File: src/rtl/wlan_station_association_fsm_assert.svh
// Assertion macros for the station association controller RTL.
// Depends on nothing; included by the modules that carry checks.
`ifndef WLAN_STATION_ASSOCIATION_FSM_ASSERT_SVH
`define WLAN_STATION_ASSOCIATION_FSM_ASSERT_SVH

// Same-cycle implication, disabled during reset.
`define WSA_ASSERT_NOW(label, clk, rst, ante, cons) \
  label: assert property (@(posedge clk) disable iff (rst) (ante) |-> (cons)) \
    else $error("station association check failed");

// Next-cycle implication, disabled during reset.
`define WSA_ASSERT_NEXT(label, clk, rst, ante, cons) \
  label: assert property (@(posedge clk) disable iff (rst) (ante) |=> (cons)) \
    else $error("station association check failed");

`endif

File: src/rtl/wsa_pkg.sv
// Shared types and constants for the station association controller.
// Used by every module under rtl; depends on nothing.
`timescale 1ns / 1ps

package wsa_pkg;

  // Link state as reported on the result channel.
  typedef enum logic [2:0] {
    LS_ASSOCIATED    = 3'd0,
    LS_BEACON_MISSED = 3'd1,
    LS_WAIT_PROBE    = 3'd2,
    LS_WAIT_ASSOC    = 3'd3,
    LS_REFUSED       = 3'd4
  } link_state_t;

  // Item function codes.
  localparam logic [1:0] FUNC_TICK  = 2'd0;
  localparam logic [1:0] FUNC_TX    = 2'd1;
  localparam logic [1:0] FUNC_RECV  = 2'd2;
  localparam logic [1:0] FUNC_START = 2'd3;

  // Received frame type codes that the controller acts on.
  localparam logic [2:0] FT_DATA       = 3'd0;
  localparam logic [2:0] FT_BEACON     = 3'd3;
  localparam logic [2:0] FT_PROBE_RESP = 3'd4;
  localparam logic [2:0] FT_ASSOC_RESP = 3'd5;

  // Configuration register indexes.
  localparam int unsigned CFG_IDX_W = 3;
  localparam logic [CFG_IDX_W-1:0] CFG_SELF_ADDRESS      = 3'd0;
  localparam logic [CFG_IDX_W-1:0] CFG_SSID_IS_BROADCAST = 3'd1;
  localparam logic [CFG_IDX_W-1:0] CFG_MAX_MISSED        = 3'd2;
  localparam logic [CFG_IDX_W-1:0] CFG_PROBE_TIMEOUT     = 3'd3;
  localparam logic [CFG_IDX_W-1:0] CFG_ASSOC_TIMEOUT     = 3'd4;
  localparam int unsigned CFG_DATA_W = 48;

  // Configuration reset values.
  localparam logic [7:0]  MAX_MISSED_RESET = 8'd10;
  localparam logic [31:0] TIMEOUT_RESET    = 32'd500000;

  localparam int unsigned ADDR_W  = 48;
  localparam int unsigned BI_W    = 26;
  localparam int unsigned WD_W    = 34;
  localparam int unsigned TIMER_W = 32;

  typedef struct packed {
    logic [ADDR_W-1:0]  self_address;
    logic               ssid_is_broadcast;
    logic [7:0]         max_missed_beacons;
    logic [TIMER_W-1:0] probe_timeout_us;
    logic [TIMER_W-1:0] assoc_timeout_us;
  } cfg_t;

  // One registered input transaction, with the watchdog delay already formed.
  typedef struct packed {
    logic [1:0]        func;
    logic [2:0]        frame_type;
    logic [ADDR_W-1:0] dest_addr;
    logic [ADDR_W-1:0] third_addr;
    logic              ssid_match;
    logic [WD_W-1:0]   wd_delay;
    logic              assoc_success;
  } item_t;

  typedef struct packed {
    logic              send_probe;
    logic              send_assoc;
    logic              send_data;
    logic              forward_data;
    logic              associated_event;
    logic              disassociated_event;
    link_state_t       link_state;
    logic [ADDR_W-1:0] current_bssid;
  } result_t;

endpackage

File: src/rtl/wsa_cfg.sv
// Configuration register file for the station association controller.
// Depends on wsa_pkg.
`timescale 1ns / 1ps

module wsa_cfg (
  input  logic                               clk,
  input  logic                               rst,
  input  logic                               cfg_valid,
  output logic                               cfg_ready,
  input  logic [wsa_pkg::CFG_IDX_W-1:0]      cfg_index,
  input  logic [wsa_pkg::CFG_DATA_W-1:0]     cfg_data,
  output wsa_pkg::cfg_t                      cfg
);

  // Writes are always accepted.
  assign cfg_ready = 1'b1;

  // Register writes; indexes past the list are dropped.
  always_ff @(posedge clk) begin
    if (rst) begin
      cfg.self_address       <= '0;
      cfg.ssid_is_broadcast  <= 1'b0;
      cfg.max_missed_beacons <= wsa_pkg::MAX_MISSED_RESET;
      cfg.probe_timeout_us   <= wsa_pkg::TIMEOUT_RESET;
      cfg.assoc_timeout_us   <= wsa_pkg::TIMEOUT_RESET;
    end else if (cfg_valid && cfg_ready) begin
      case (cfg_index)
        wsa_pkg::CFG_SELF_ADDRESS:      cfg.self_address <= cfg_data;
        wsa_pkg::CFG_SSID_IS_BROADCAST: cfg.ssid_is_broadcast <= cfg_data[0];
        wsa_pkg::CFG_MAX_MISSED:        cfg.max_missed_beacons <= cfg_data[7:0];
        wsa_pkg::CFG_PROBE_TIMEOUT:     cfg.probe_timeout_us <= cfg_data[31:0];
        wsa_pkg::CFG_ASSOC_TIMEOUT:     cfg.assoc_timeout_us <= cfg_data[31:0];
        default: begin
        end
      endcase
    end
  end

endmodule

File: src/rtl/wsa_in_stage.sv
// Input register stage: captures one transaction and forms the watchdog delay.
// Depends on wsa_pkg.
`timescale 1ns / 1ps

module wsa_in_stage (
  input  logic                        clk,
  input  logic                        rst,
  input  logic                        in_valid,
  output logic                        in_stall,
  input  logic [1:0]                  func,
  input  logic [2:0]                  frame_type,
  input  logic [wsa_pkg::ADDR_W-1:0]  dest_addr,
  input  logic [wsa_pkg::ADDR_W-1:0]  third_addr,
  input  logic                        ssid_match,
  input  logic [wsa_pkg::BI_W-1:0]    beacon_interval_us,
  input  logic                        assoc_success,
  input  logic [7:0]                  max_missed_beacons,
  input  logic                        advance,
  output logic                        item_valid,
  output wsa_pkg::item_t              item
);

  logic take;
  logic [wsa_pkg::WD_W-1:0] delay;

  // Hold off the source only while a captured transaction cannot move on.
  assign in_stall = item_valid && !advance;
  assign take     = in_valid && !in_stall;

  // Beacon interval times the missed-beacon limit; fits in 34 bits.
  assign delay = wsa_pkg::WD_W'(beacon_interval_us) * wsa_pkg::WD_W'(max_missed_beacons);

  // Occupancy flag.
  always_ff @(posedge clk) begin
    if (rst) begin
      item_valid <= 1'b0;
    end else if (take) begin
      item_valid <= 1'b1;
    end else if (advance) begin
      item_valid <= 1'b0;
    end
  end

  // Payload capture.
  always_ff @(posedge clk) begin
    if (take) begin
      item.func          <= func;
      item.frame_type    <= frame_type;
      item.dest_addr     <= dest_addr;
      item.third_addr    <= third_addr;
      item.ssid_match    <= ssid_match;
      item.wd_delay      <= delay;
      item.assoc_success <= assoc_success;
    end
  end

endmodule

File: src/rtl/wsa_core.sv
// Link state, BSSID, watchdog and retry timers, plus the result register.
// Depends on wsa_pkg and wlan_station_association_fsm_assert.svh.
`timescale 1ns / 1ps
`include "wlan_station_association_fsm_assert.svh"

module wsa_core (
  input  logic             clk,
  input  logic             rst,
  input  wsa_pkg::cfg_t    cfg,
  input  logic             item_valid,
  input  wsa_pkg::item_t   item,
  output logic             advance,
  output logic             out_valid,
  input  logic             out_stall,
  output wsa_pkg::result_t result
);

  wsa_pkg::link_state_t              link_mode, mode_next;
  logic [wsa_pkg::ADDR_W-1:0]        bssid, bssid_next;
  logic [wsa_pkg::WD_W-1:0]          wd_left, wd_left_next, wd_restart;
  logic                              wd_armed, wd_armed_next;
  logic [wsa_pkg::TIMER_W-1:0]       probe_left, probe_left_next;
  logic                              probe_armed, probe_armed_next;
  logic [wsa_pkg::TIMER_W-1:0]       assoc_left, assoc_left_next;
  logic                              assoc_armed, assoc_armed_next;
  logic                              for_us;
  wsa_pkg::result_t                  result_next;

  // A transaction moves on when the result register is free or being drained.
  assign advance = item_valid && (!out_valid || !out_stall);

  assign for_us = (item.dest_addr == cfg.self_address) || (&item.dest_addr);
  assign wd_restart = (item.wd_delay > wd_left) ? item.wd_delay : wd_left;

  // Next state and result for the transaction at the head of the input stage.
  always_comb begin
    mode_next        = link_mode;
    bssid_next       = bssid;
    wd_left_next     = wd_left;
    wd_armed_next    = wd_armed;
    probe_left_next  = probe_left;
    probe_armed_next = probe_armed;
    assoc_left_next  = assoc_left;
    assoc_armed_next = assoc_armed;
    result_next      = '0;

    case (item.func)
      wsa_pkg::FUNC_TICK: begin
        // Watchdog first, then probe retry, then association retry.
        if (wd_armed) begin
          if (wd_left <= wsa_pkg::WD_W'(1)) begin
            wd_left_next  = '0;
            wd_armed_next = 1'b0;
            mode_next     = wsa_pkg::LS_BEACON_MISSED;
          end else begin
            wd_left_next = wd_left - wsa_pkg::WD_W'(1);
          end
        end
        if (probe_armed) begin
          if (probe_left <= wsa_pkg::TIMER_W'(1)) begin
            mode_next              = wsa_pkg::LS_WAIT_PROBE;
            result_next.send_probe = 1'b1;
            probe_left_next        = cfg.probe_timeout_us;
            probe_armed_next       = 1'b1;
          end else begin
            probe_left_next = probe_left - wsa_pkg::TIMER_W'(1);
          end
        end
        if (assoc_armed) begin
          if (assoc_left <= wsa_pkg::TIMER_W'(1)) begin
            mode_next              = wsa_pkg::LS_WAIT_ASSOC;
            result_next.send_assoc = 1'b1;
            assoc_left_next        = cfg.assoc_timeout_us;
            assoc_armed_next       = 1'b1;
          end else begin
            assoc_left_next = assoc_left - wsa_pkg::TIMER_W'(1);
          end
        end
      end
      wsa_pkg::FUNC_TX: begin
        if (link_mode == wsa_pkg::LS_ASSOCIATED) begin
          result_next.send_data = 1'b1;
        end else if (link_mode == wsa_pkg::LS_BEACON_MISSED) begin
          result_next.disassociated_event = 1'b1;
          result_next.send_probe          = 1'b1;
          mode_next                       = wsa_pkg::LS_WAIT_PROBE;
          probe_left_next                 = cfg.probe_timeout_us;
          probe_armed_next                = 1'b1;
        end
      end
      wsa_pkg::FUNC_RECV: begin
        if (for_us) begin
          case (item.frame_type)
            wsa_pkg::FT_DATA: begin
              result_next.forward_data = 1'b1;
            end
            wsa_pkg::FT_BEACON: begin
              // A good beacon keeps the watchdog alive and retargets the BSSID.
              if (cfg.ssid_is_broadcast || item.ssid_match) begin
                wd_left_next  = wd_restart;
                wd_armed_next = 1'b1;
                bssid_next    = item.third_addr;
                if (link_mode == wsa_pkg::LS_BEACON_MISSED) begin
                  mode_next              = wsa_pkg::LS_WAIT_ASSOC;
                  result_next.send_assoc = 1'b1;
                  assoc_left_next        = cfg.assoc_timeout_us;
                  assoc_armed_next       = 1'b1;
                end
              end
            end
            wsa_pkg::FT_PROBE_RESP: begin
              if (link_mode == wsa_pkg::LS_WAIT_PROBE && item.ssid_match) begin
                bssid_next             = item.third_addr;
                wd_left_next           = wd_restart;
                wd_armed_next          = 1'b1;
                probe_left_next        = '0;
                probe_armed_next       = 1'b0;
                mode_next              = wsa_pkg::LS_WAIT_ASSOC;
                result_next.send_assoc = 1'b1;
                assoc_left_next        = cfg.assoc_timeout_us;
                assoc_armed_next       = 1'b1;
              end
            end
            wsa_pkg::FT_ASSOC_RESP: begin
              if (link_mode == wsa_pkg::LS_WAIT_ASSOC) begin
                assoc_left_next  = '0;
                assoc_armed_next = 1'b0;
                if (item.assoc_success) begin
                  mode_next                    = wsa_pkg::LS_ASSOCIATED;
                  result_next.associated_event = 1'b1;
                end else begin
                  mode_next = wsa_pkg::LS_REFUSED;
                end
              end
            end
            default: begin
            end
          endcase
        end
      end
      default: begin
        // Start association only acts after a missed beacon.
        if (link_mode == wsa_pkg::LS_BEACON_MISSED) begin
          result_next.disassociated_event = 1'b1;
          result_next.send_probe          = 1'b1;
          mode_next                       = wsa_pkg::LS_WAIT_PROBE;
          probe_left_next                 = cfg.probe_timeout_us;
          probe_armed_next                = 1'b1;
        end
      end
    endcase

    result_next.link_state    = mode_next;
    result_next.current_bssid = bssid_next;
  end

  // Controller state.
  always_ff @(posedge clk) begin
    if (rst) begin
      link_mode   <= wsa_pkg::LS_BEACON_MISSED;
      bssid       <= '0;
      wd_left     <= '0;
      wd_armed    <= 1'b0;
      probe_left  <= '0;
      probe_armed <= 1'b0;
      assoc_left  <= '0;
      assoc_armed <= 1'b0;
    end else if (advance) begin
      link_mode   <= mode_next;
      bssid       <= bssid_next;
      wd_left     <= wd_left_next;
      wd_armed    <= wd_armed_next;
      probe_left  <= probe_left_next;
      probe_armed <= probe_armed_next;
      assoc_left  <= assoc_left_next;
      assoc_armed <= assoc_armed_next;
    end
  end

  // Result register flag.
  always_ff @(posedge clk) begin
    if (rst) begin
      out_valid <= 1'b0;
    end else if (advance) begin
      out_valid <= 1'b1;
    end else if (!out_stall) begin
      out_valid <= 1'b0;
    end
  end

  // Result payload.
  always_ff @(posedge clk) begin
    if (advance) begin
      result <= result_next;
    end
  end

  // Idle timers always hold zero.
  `WSA_ASSERT_NOW(a_wd_idle_zero, clk, rst, !wd_armed, wd_left == '0)
  `WSA_ASSERT_NOW(a_probe_idle_zero, clk, rst, !probe_armed, probe_left == '0)
  `WSA_ASSERT_NOW(a_assoc_idle_zero, clk, rst, !assoc_armed, assoc_left == '0)
  // Losing the link always starts a probe.
  `WSA_ASSERT_NOW(a_disassoc_probe, clk, rst, out_valid && result.disassociated_event,
    result.send_probe && result.link_state == wsa_pkg::LS_WAIT_PROBE)
  // Data goes out only over an associated link, and that state is what was stored.
  `WSA_ASSERT_NEXT(a_data_assoc, clk, rst, advance && result_next.send_data,
    result.link_state == wsa_pkg::LS_ASSOCIATED && link_mode == wsa_pkg::LS_ASSOCIATED)

endmodule

File: src/rtl/wlan_station_association_fsm.sv
// Top level of the station association controller.
// Depends on wsa_pkg, wsa_cfg, wsa_in_stage and wsa_core.
`timescale 1ns / 1ps

// Station association controller. Every input transaction (a 1 us tick, a
// transmit request, a received frame summary or a start request) yields exactly
// one result transaction carrying the frames to queue, the data forward flag, the
// association events, the link state after the transaction and the followed
// BSSID. One transaction is taken per clock cycle while the result channel does
// not stall. Each result reaches the output ports through the input register,
// then the result register, and the state update done between those two
// registers is what lets the next transaction follow directly. A stalled
// result holds the input register, which then stalls the input channel.
// Configuration writes are always accepted and are expected only while no
// transaction is in flight.
module wlan_station_association_fsm (
  input  logic                                 clk,
  input  logic                                 rst,
  // Configuration write channel.
  input  logic                                 cfg_valid,
  output logic                                 cfg_ready,
  input  logic [wsa_pkg::CFG_IDX_W-1:0]        cfg_index,
  input  logic [wsa_pkg::CFG_DATA_W-1:0]       cfg_data,
  // Input channel.
  input  logic                                 in_valid,
  output logic                                 in_stall,
  input  logic [1:0]                           func,
  input  logic [2:0]                           frame_type,
  input  logic [wsa_pkg::ADDR_W-1:0]           dest_addr,
  input  logic [wsa_pkg::ADDR_W-1:0]           third_addr,
  input  logic                                 ssid_match,
  input  logic [wsa_pkg::BI_W-1:0]             beacon_interval_us,
  input  logic                                 assoc_success,
  // Result channel.
  output logic                                 out_valid,
  input  logic                                 out_stall,
  output logic                                 send_probe,
  output logic                                 send_assoc,
  output logic                                 send_data,
  output logic                                 forward_data,
  output logic                                 associated_event,
  output logic                                 disassociated_event,
  output logic [2:0]                           link_state,
  output logic [wsa_pkg::ADDR_W-1:0]           current_bssid
);

  wsa_pkg::cfg_t    cfg;
  wsa_pkg::item_t   item;
  wsa_pkg::result_t result;
  logic             item_valid;
  logic             advance;

  // Configuration registers.
  wsa_cfg u_cfg (
    .clk       (clk),
    .rst       (rst),
    .cfg_valid (cfg_valid),
    .cfg_ready (cfg_ready),
    .cfg_index (cfg_index),
    .cfg_data  (cfg_data),
    .cfg       (cfg)
  );

  // Input register.
  wsa_in_stage u_in (
    .clk                (clk),
    .rst                (rst),
    .in_valid           (in_valid),
    .in_stall           (in_stall),
    .func               (func),
    .frame_type         (frame_type),
    .dest_addr          (dest_addr),
    .third_addr         (third_addr),
    .ssid_match         (ssid_match),
    .beacon_interval_us (beacon_interval_us),
    .assoc_success      (assoc_success),
    .max_missed_beacons (cfg.max_missed_beacons),
    .advance            (advance),
    .item_valid         (item_valid),
    .item               (item)
  );

  // State update and result register.
  wsa_core u_core (
    .clk        (clk),
    .rst        (rst),
    .cfg        (cfg),
    .item_valid (item_valid),
    .item       (item),
    .advance    (advance),
    .out_valid  (out_valid),
    .out_stall  (out_stall),
    .result     (result)
  );

  // Result fields onto their ports.
  assign send_probe          = result.send_probe;
  assign send_assoc          = result.send_assoc;
  assign send_data           = result.send_data;
  assign forward_data        = result.forward_data;
  assign associated_event    = result.associated_event;
  assign disassociated_event = result.disassociated_event;
  assign link_state          = 3'(result.link_state);
  assign current_bssid       = result.current_bssid;

endmodule

File: config.mk
export PLATFORM = sky130hd
export DESIGN_NAME = wlan_station_association_fsm
export DESIGN_NICKNAME = d
export VERILOG_FILES = /design/src/rtl/wsa_pkg.sv /design/src/rtl/wsa_cfg.sv /design/src/rtl/wsa_in_stage.sv /design/src/rtl/wsa_core.sv /design/src/rtl/wlan_station_association_fsm.sv
export VERILOG_INCLUDE_DIRS = /design/src /design/src/rtl
export SDC_FILE = /design/constraint.sdc
export NUM_CORES = 2
export LEC_CHECK = 0
export BUFFER_PORTS_ARGS = -buffer_cell sky130_fd_sc_hd__clkbuf_2
export CAP_MARGIN = 20
export CORE_ASPECT_RATIO = 1.4
export CORE_MARGIN = 2
export CORE_UTILIZATION = 45
export CTS_CLUSTER_DIAMETER = 60
export DETAILED_ROUTE_END_ITERATION = 16
export PLACE_DENSITY = 0.62
export SETUP_SLACK_MARGIN = 0.02
export SLEW_MARGIN = 25
export SYNTH_ARGS = -nofsm -noshare
export SYNTH_HDL_FRONTEND = slang
export SYNTH_SLANG_ARGS = --single-unit
File: constraint.sdc
create_clock -name clk -period 12.38 [get_ports clk]
set_clock_uncertainty 0.1 [all_clocks]
set_input_delay 2.476 -clock clk [delete_from_list [all_inputs] [get_ports clk]]
set_output_delay 2.476 -clock clk [all_outputs]
set_load 0.02 [all_outputs]
Word-level counts from Yosys, hierarchy flattened
Cells that the tools add are included.

Bits in registers: 469. Output and inout port bits: 60.

Add/sub/neg operators: 3. Multiply operators: 1. Order comparisons: 4. Eq/ne operators: 27. Muxes and demuxes: 87. Reductions and logical operators: 32.

Operator list (number): 2-to-1 mux 32 bit (14); 2-to-1 mux 34 bit (6); 2-to-1 mux 48 bit (4); one-hot mux 32 bit (3 select lines) (2); one-hot mux 34 bit (2 select lines) (2); one-hot mux 48 bit (2 select lines) (1); less-or-equal comparator 32 x 1 -> 1 bit, second input constant (2); one-hot mux 32 bit (2 select lines) (1); subtractor 32 x 1 -> 32 bit, second input constant (2); == test 48 bit (1); AND reduction 48 bit (1); 2-to-1 mux 3 bit (14); > comparator 34 bit (1); less-or-equal comparator 34 x 1 -> 1 bit, second input constant (1); multiplier 26 x 8 -> 34 bit (1); subtractor 34 x 1 -> 34 bit, second input constant (1); 2-to-1 mux 1 bit (32); one-hot mux 3 bit (3 select lines) (2); == test 3 x 2 -> 1 bit, second input constant (5); != test 2 x 1 -> 1 bit, second input constant (6); != test 3 x 2 -> 1 bit, second input constant (4); one-hot mux 1 bit (2 select lines) (6); AND reduction 2 bit (6); AND reduction 6 bit (2); other kinds (20) (37).

Depth between registers and ports, before layout
Depth in word-level cells: 8. Mapped depth: 19. Gate-level depth less buffers: 18.

Hierarchy
A second synthesis with hierarchy kept.

Cell total of the unflattened synthesis: 2786. Area total of the unflattened synthesis: 28258.4 um^2.

Modules (own cells, without submodules): wsa_core (times used 1, cells an instance 1424, area an instance 12603.3 um^2); wsa_in_stage (times used 1, cells an instance 902, area an instance 10730.3 um^2); wsa_cfg (times used 1, cells an instance 460, area an instance 4924.7 um^2).

Worst setup path after synthesis
No wires, ideal clock.

Kind: input to register. Start point: input port out_stall. End point: register, netlist name u_in.item[0]. Arrival time: 8.766 ns. Data required time: 11.632 ns. Slack: 2.866 ns. Stages: 2. Path buffers: 0. Cell sequence: and3_1 -> nor2b_1.

Longest elaborated chain between the ends: 7.

RTL lines: start, declared (RTL line wlan_station_association_fsm.sv:36) `input logic out_stall,`; zero test 1 bit (RTL line wsa_core.sv:30) `assign advance = item_valid && (!out_valid || !out_stall);`; logical OR 1 bit (RTL line wsa_core.sv:30); logical AND 1 bit (RTL line wsa_core.sv:30); zero test 1 bit (RTL line wsa_in_stage.sv:27) `assign in_stall = item_valid && !advance;`; logical AND 1 bit (RTL line wsa_in_stage.sv:27); zero test 1 bit (RTL line wsa_in_stage.sv:28) `assign take = in_valid && !in_stall;`; logical AND 1 bit (RTL line wsa_in_stage.sv:28); named net u_in.take (RTL line wsa_in_stage.sv:23) `logic take;`.

The timed path passes the listed nets, and every way through them passes these cells. A chain may end at the register's enable or synchronous reset.

Final worst setup path
Start point: input port beacon_interval_us[5] in the netlist's numbering. End point: register, netlist name u_in.item[34].

Longest elaborated chain between the ends: 1.

RTL lines: start, declared (RTL line wlan_station_association_fsm.sv:32) `input logic [wsa_pkg::BI_W-1:0] beacon_interval_us,`; multiplier 26 x 8 -> 34 bit (RTL line wsa_in_stage.sv:31) `assign delay = wsa_pkg::WD_W'(beacon_interval_us) * wsa_pkg::WD_W'(max_missed_beacons);`; named net u_in.delay, one bit (RTL line wsa_in_stage.sv:24) `logic [wsa_pkg::WD_W-1:0] delay;`.

The timed path passes the listed nets, and every way through them passes these cells.

==> impl_metrics.ini <==
[outcome]
outcome = complete, no violations

[route]
vias = 21200
routed_wl_mm = 70.3
via_per_inst = 5.64
drc = 0
wl_per_cell_um = 18.7
ant_nets = 0
detail_route.iter0.violations = 1568
first_pass_iters = 6

[die]
core-area_um2 = 58700
die-area_um2 = 61600
die_w_um = 210
initial_utilization_pct = 45.7
io_pins = 245
num_rows = 105
die_h_um = 293

[yosys]
seq_area_frac_synth_pct = 42.2
syn-cell-area_um2 = 26800
synth_seq_cells = 469
netlist_instances = 2801
ys_async_sr_fraction_pct = 0
synth-edff-count = 194
ys.flop_type = dfxtp_1
avgSynthCellArea_um2 = 9.57
yosys_warnings = 0
synth_cell_types = 84
syn-num-nets = 3224

[clock_network]
cts_buffers = 50
clockBufferDepth = 3
clock-sinks = 469
cts_tree = yes
post_cts_buffers = 0
cts_hold_buf = 0
ctsResizeCount = 0
htree_levels = 2
clock-root-buffer = clkbuf_16
clock_latency_ns = 0.61
clk_pin_slew_ns = 0.06

[worst_setup_path]
cp.arrival_ns = 6.98
slowest_delay_ns = 0.56
cp-start-kind = primary input
crit_buf_inv = 4
worst_path_most_repeated_cell = fa_1
slowest_stage = fa_1
cpLargestDelayFamily = adder cells
crit_path_end_kind = flip-flop
crit_fanout = 8
crit_required_ns = 12.61
critical_path_class = primary input to flip-flop
crit_chain = clkbuf_2 > nand2_1 > fa_1 > fa_1 > inv_1 > fa_1 > inv_1 > fa_1 > inv_1 > ha_1 > o211a_1 > o31ai_1 > a311oi_1 > o31ai_1 > a211oi_1 > nor3_1 > a21oi_1 > xnor2_1

[timing]
fin_crit_sh_pct = 54.6
fin_tns_setup_ns = 0
slew-limit-headroom_pct = 29.7
max_freq_ghz = 0.148
period_minus_slack_ns = 6.76
rsz0062_at_grt = false
hold_violations = 0
slew_violations = 0
setup_violations = 0
tightest_slew_ns = 1.05

[grt]
grt_usage_pct = 22.7
antenna_found_initial = 4
grt_pass1_vias = 21400
globalRouteOverflowTotal = 0
grt_start_max_net_pins = 88
grt_pass1_wl_mm = 114

[place]
dpl.hpwl_mm = 50.7
gp_routability_congestion = 0.898
port_buffers = 243
dpl_cell_area_um2 = 28600
dp_cells = 3670

[flow_run]
max-cap-violations = 0

[power_and_ir_drop]
vdd_drop_max_mv = 0.107
power.density_nw_per_um2 = 135
power_leakage_nw = 11.9

[worst_hold_path]
hp-class = flip-flop to flip-flop

[finish]
fin_cells = 3765
fin_nets = 3396
drive_above_1_share_pct = 13.5
finalInstanceArea_um2 = 30300
synthToLayoutAreaGrowth_pct = 13.0
layout_commonest_cell = nand2_1
mostFrequentLayoutCells = 450 x nand2_1, 274 x dfxtp_1, 242 x clkbuf_2, 206 x a21oi_1, 194 x edfxtp_1
[power by group]
part / switching, W / internal, W / leakage (nW) / total [W]
Clock: 0.000646 / 0.000858 / 0.793 / 0.00150
Sequential: 0.0000658 / 0.00171 / 4.07 / 0.00178
Combinational: 0.000483 / 0.000315 / 7.08 / 0.000798
[through the flow]
step,utilization [%],total power [W],hold WS (ns),worst slack [ns]
after detailed placement,48.8,0.00260,0.343,4.98
after floorplan,-,0.00237,0.325,2.87
after global routing,51.6,0.00429,0.382,5.36
after CTS,51.6,0.00412,0.357,5.61
final,51.6,0.00408,0.358,5.62
after global placement,48.7,0.00259,0.334,5.06
[layer usage]
layer / GRT usage, % / wire, um / up-vias
li1: - / - / 10100
met1: 29.3 / 29900 / 10400
met2: 39.2 / 34500 / 634
met3: 3.40 / 3810 / 139
met4: 7.01 / 1990 / 6
met5: 0 / 35 / -
[worst register-to-register path, delay by kind of cell, from the launching register on]
kind | cells | cell delay, ns
fa+ha+maj | 5 | 2.36
flops | 1 | 0.95
xor+xnor | 1 | 0.13
compound gates | 6 | 1.26
buf+inv | 3 | 0.14
simple gates | 2 | 0.51
[cell type report]
type,count,area [um^2]
Tap cell,749,937
Antenna cell,1,2.50
Multi-Input combinational cell,2003,14300
Clock inverter,22,255
Fill cell,5409,28400
Timing Repair Buffer,268,1420
Inverter,181,679
Clock buffer,72,1400
Sequential cell,469,11300
[sequential cells by signal, indices dropped and copies added (netlist names)]
| signal | count |
|---|---|
| u_core.wd_left | 34 |
| u_core.probe_armed | 1 |
| u_core.bssid | 48 |
| u_in.item | 137 |
| u_core.assoc_armed | 1 |
| u_core.probe_left | 32 |
| u_core.result | 57 |
| u_in.item_valid | 1 |
| u_cfg.cfg | 121 |
| u_core.link_mode | 3 |
| u_core.wd_armed | 1 |
| u_core.out_valid | 1 |
| u_core.assoc_left | 32 |
[cells by family (layout without fill, tap and decap cells)]
kind of cell | after synthesis | in the layout | share of synthesized area (%)
flops | 469 | 469 | 42.2
mux | 2 | 2 | 0.0746
buf+inv | 329 | 543 | 4.79
simple gates | 1047 | 1047 | 18.9
fa+ha+maj | 238 | 238 | 15.1
other cells | 1 | 2 | 0.0140
compound gates | 595 | 595 | 14.9
xor+xnor | 120 | 120 | 3.92
[final timing paths]
check / cells past startpoint / slack, ns / startpoint / endpoint
worst max-delay path: 18 / 5.62 / beacon_interval_us[5] / u_in.item[34]$_DFFE_PP_
worst min-delay path: 2 / 0.36 / u_core.bssid[31]$_SDFFE_PP0P_ / u_core.bssid[31]$_SDFFE_PP0P_
worst max register to register: 17 / 6.63 / u_cfg.cfg[66]$_SDFFE_PP0P_ / u_in.item[34]$_DFFE_PP_
worst min register to register: 2 / 0.36 / u_core.bssid[31]$_SDFFE_PP0P_ / u_core.bssid[31]$_SDFFE_PP0P_
[cells in the mapped netlist (52+ instances only)]
cell type	count	share of area, %
fa_1	144	11
edfxtp_1	194	22
dfxtp_1	275	21
clkbuf_1	122	1.7
o21ai_0	115	2.1
ha_1	94	4.4
a21oi_1	208	3.9
and2_1	174	4.1
inv_1	180	2.5
xnor2_1	86	2.8
nand2_1	451	6.3
nor3_1	63	1.2
nor2_1	150	2.1
a32o_1	52	1.9
Power figures use the tool's default switching activity.
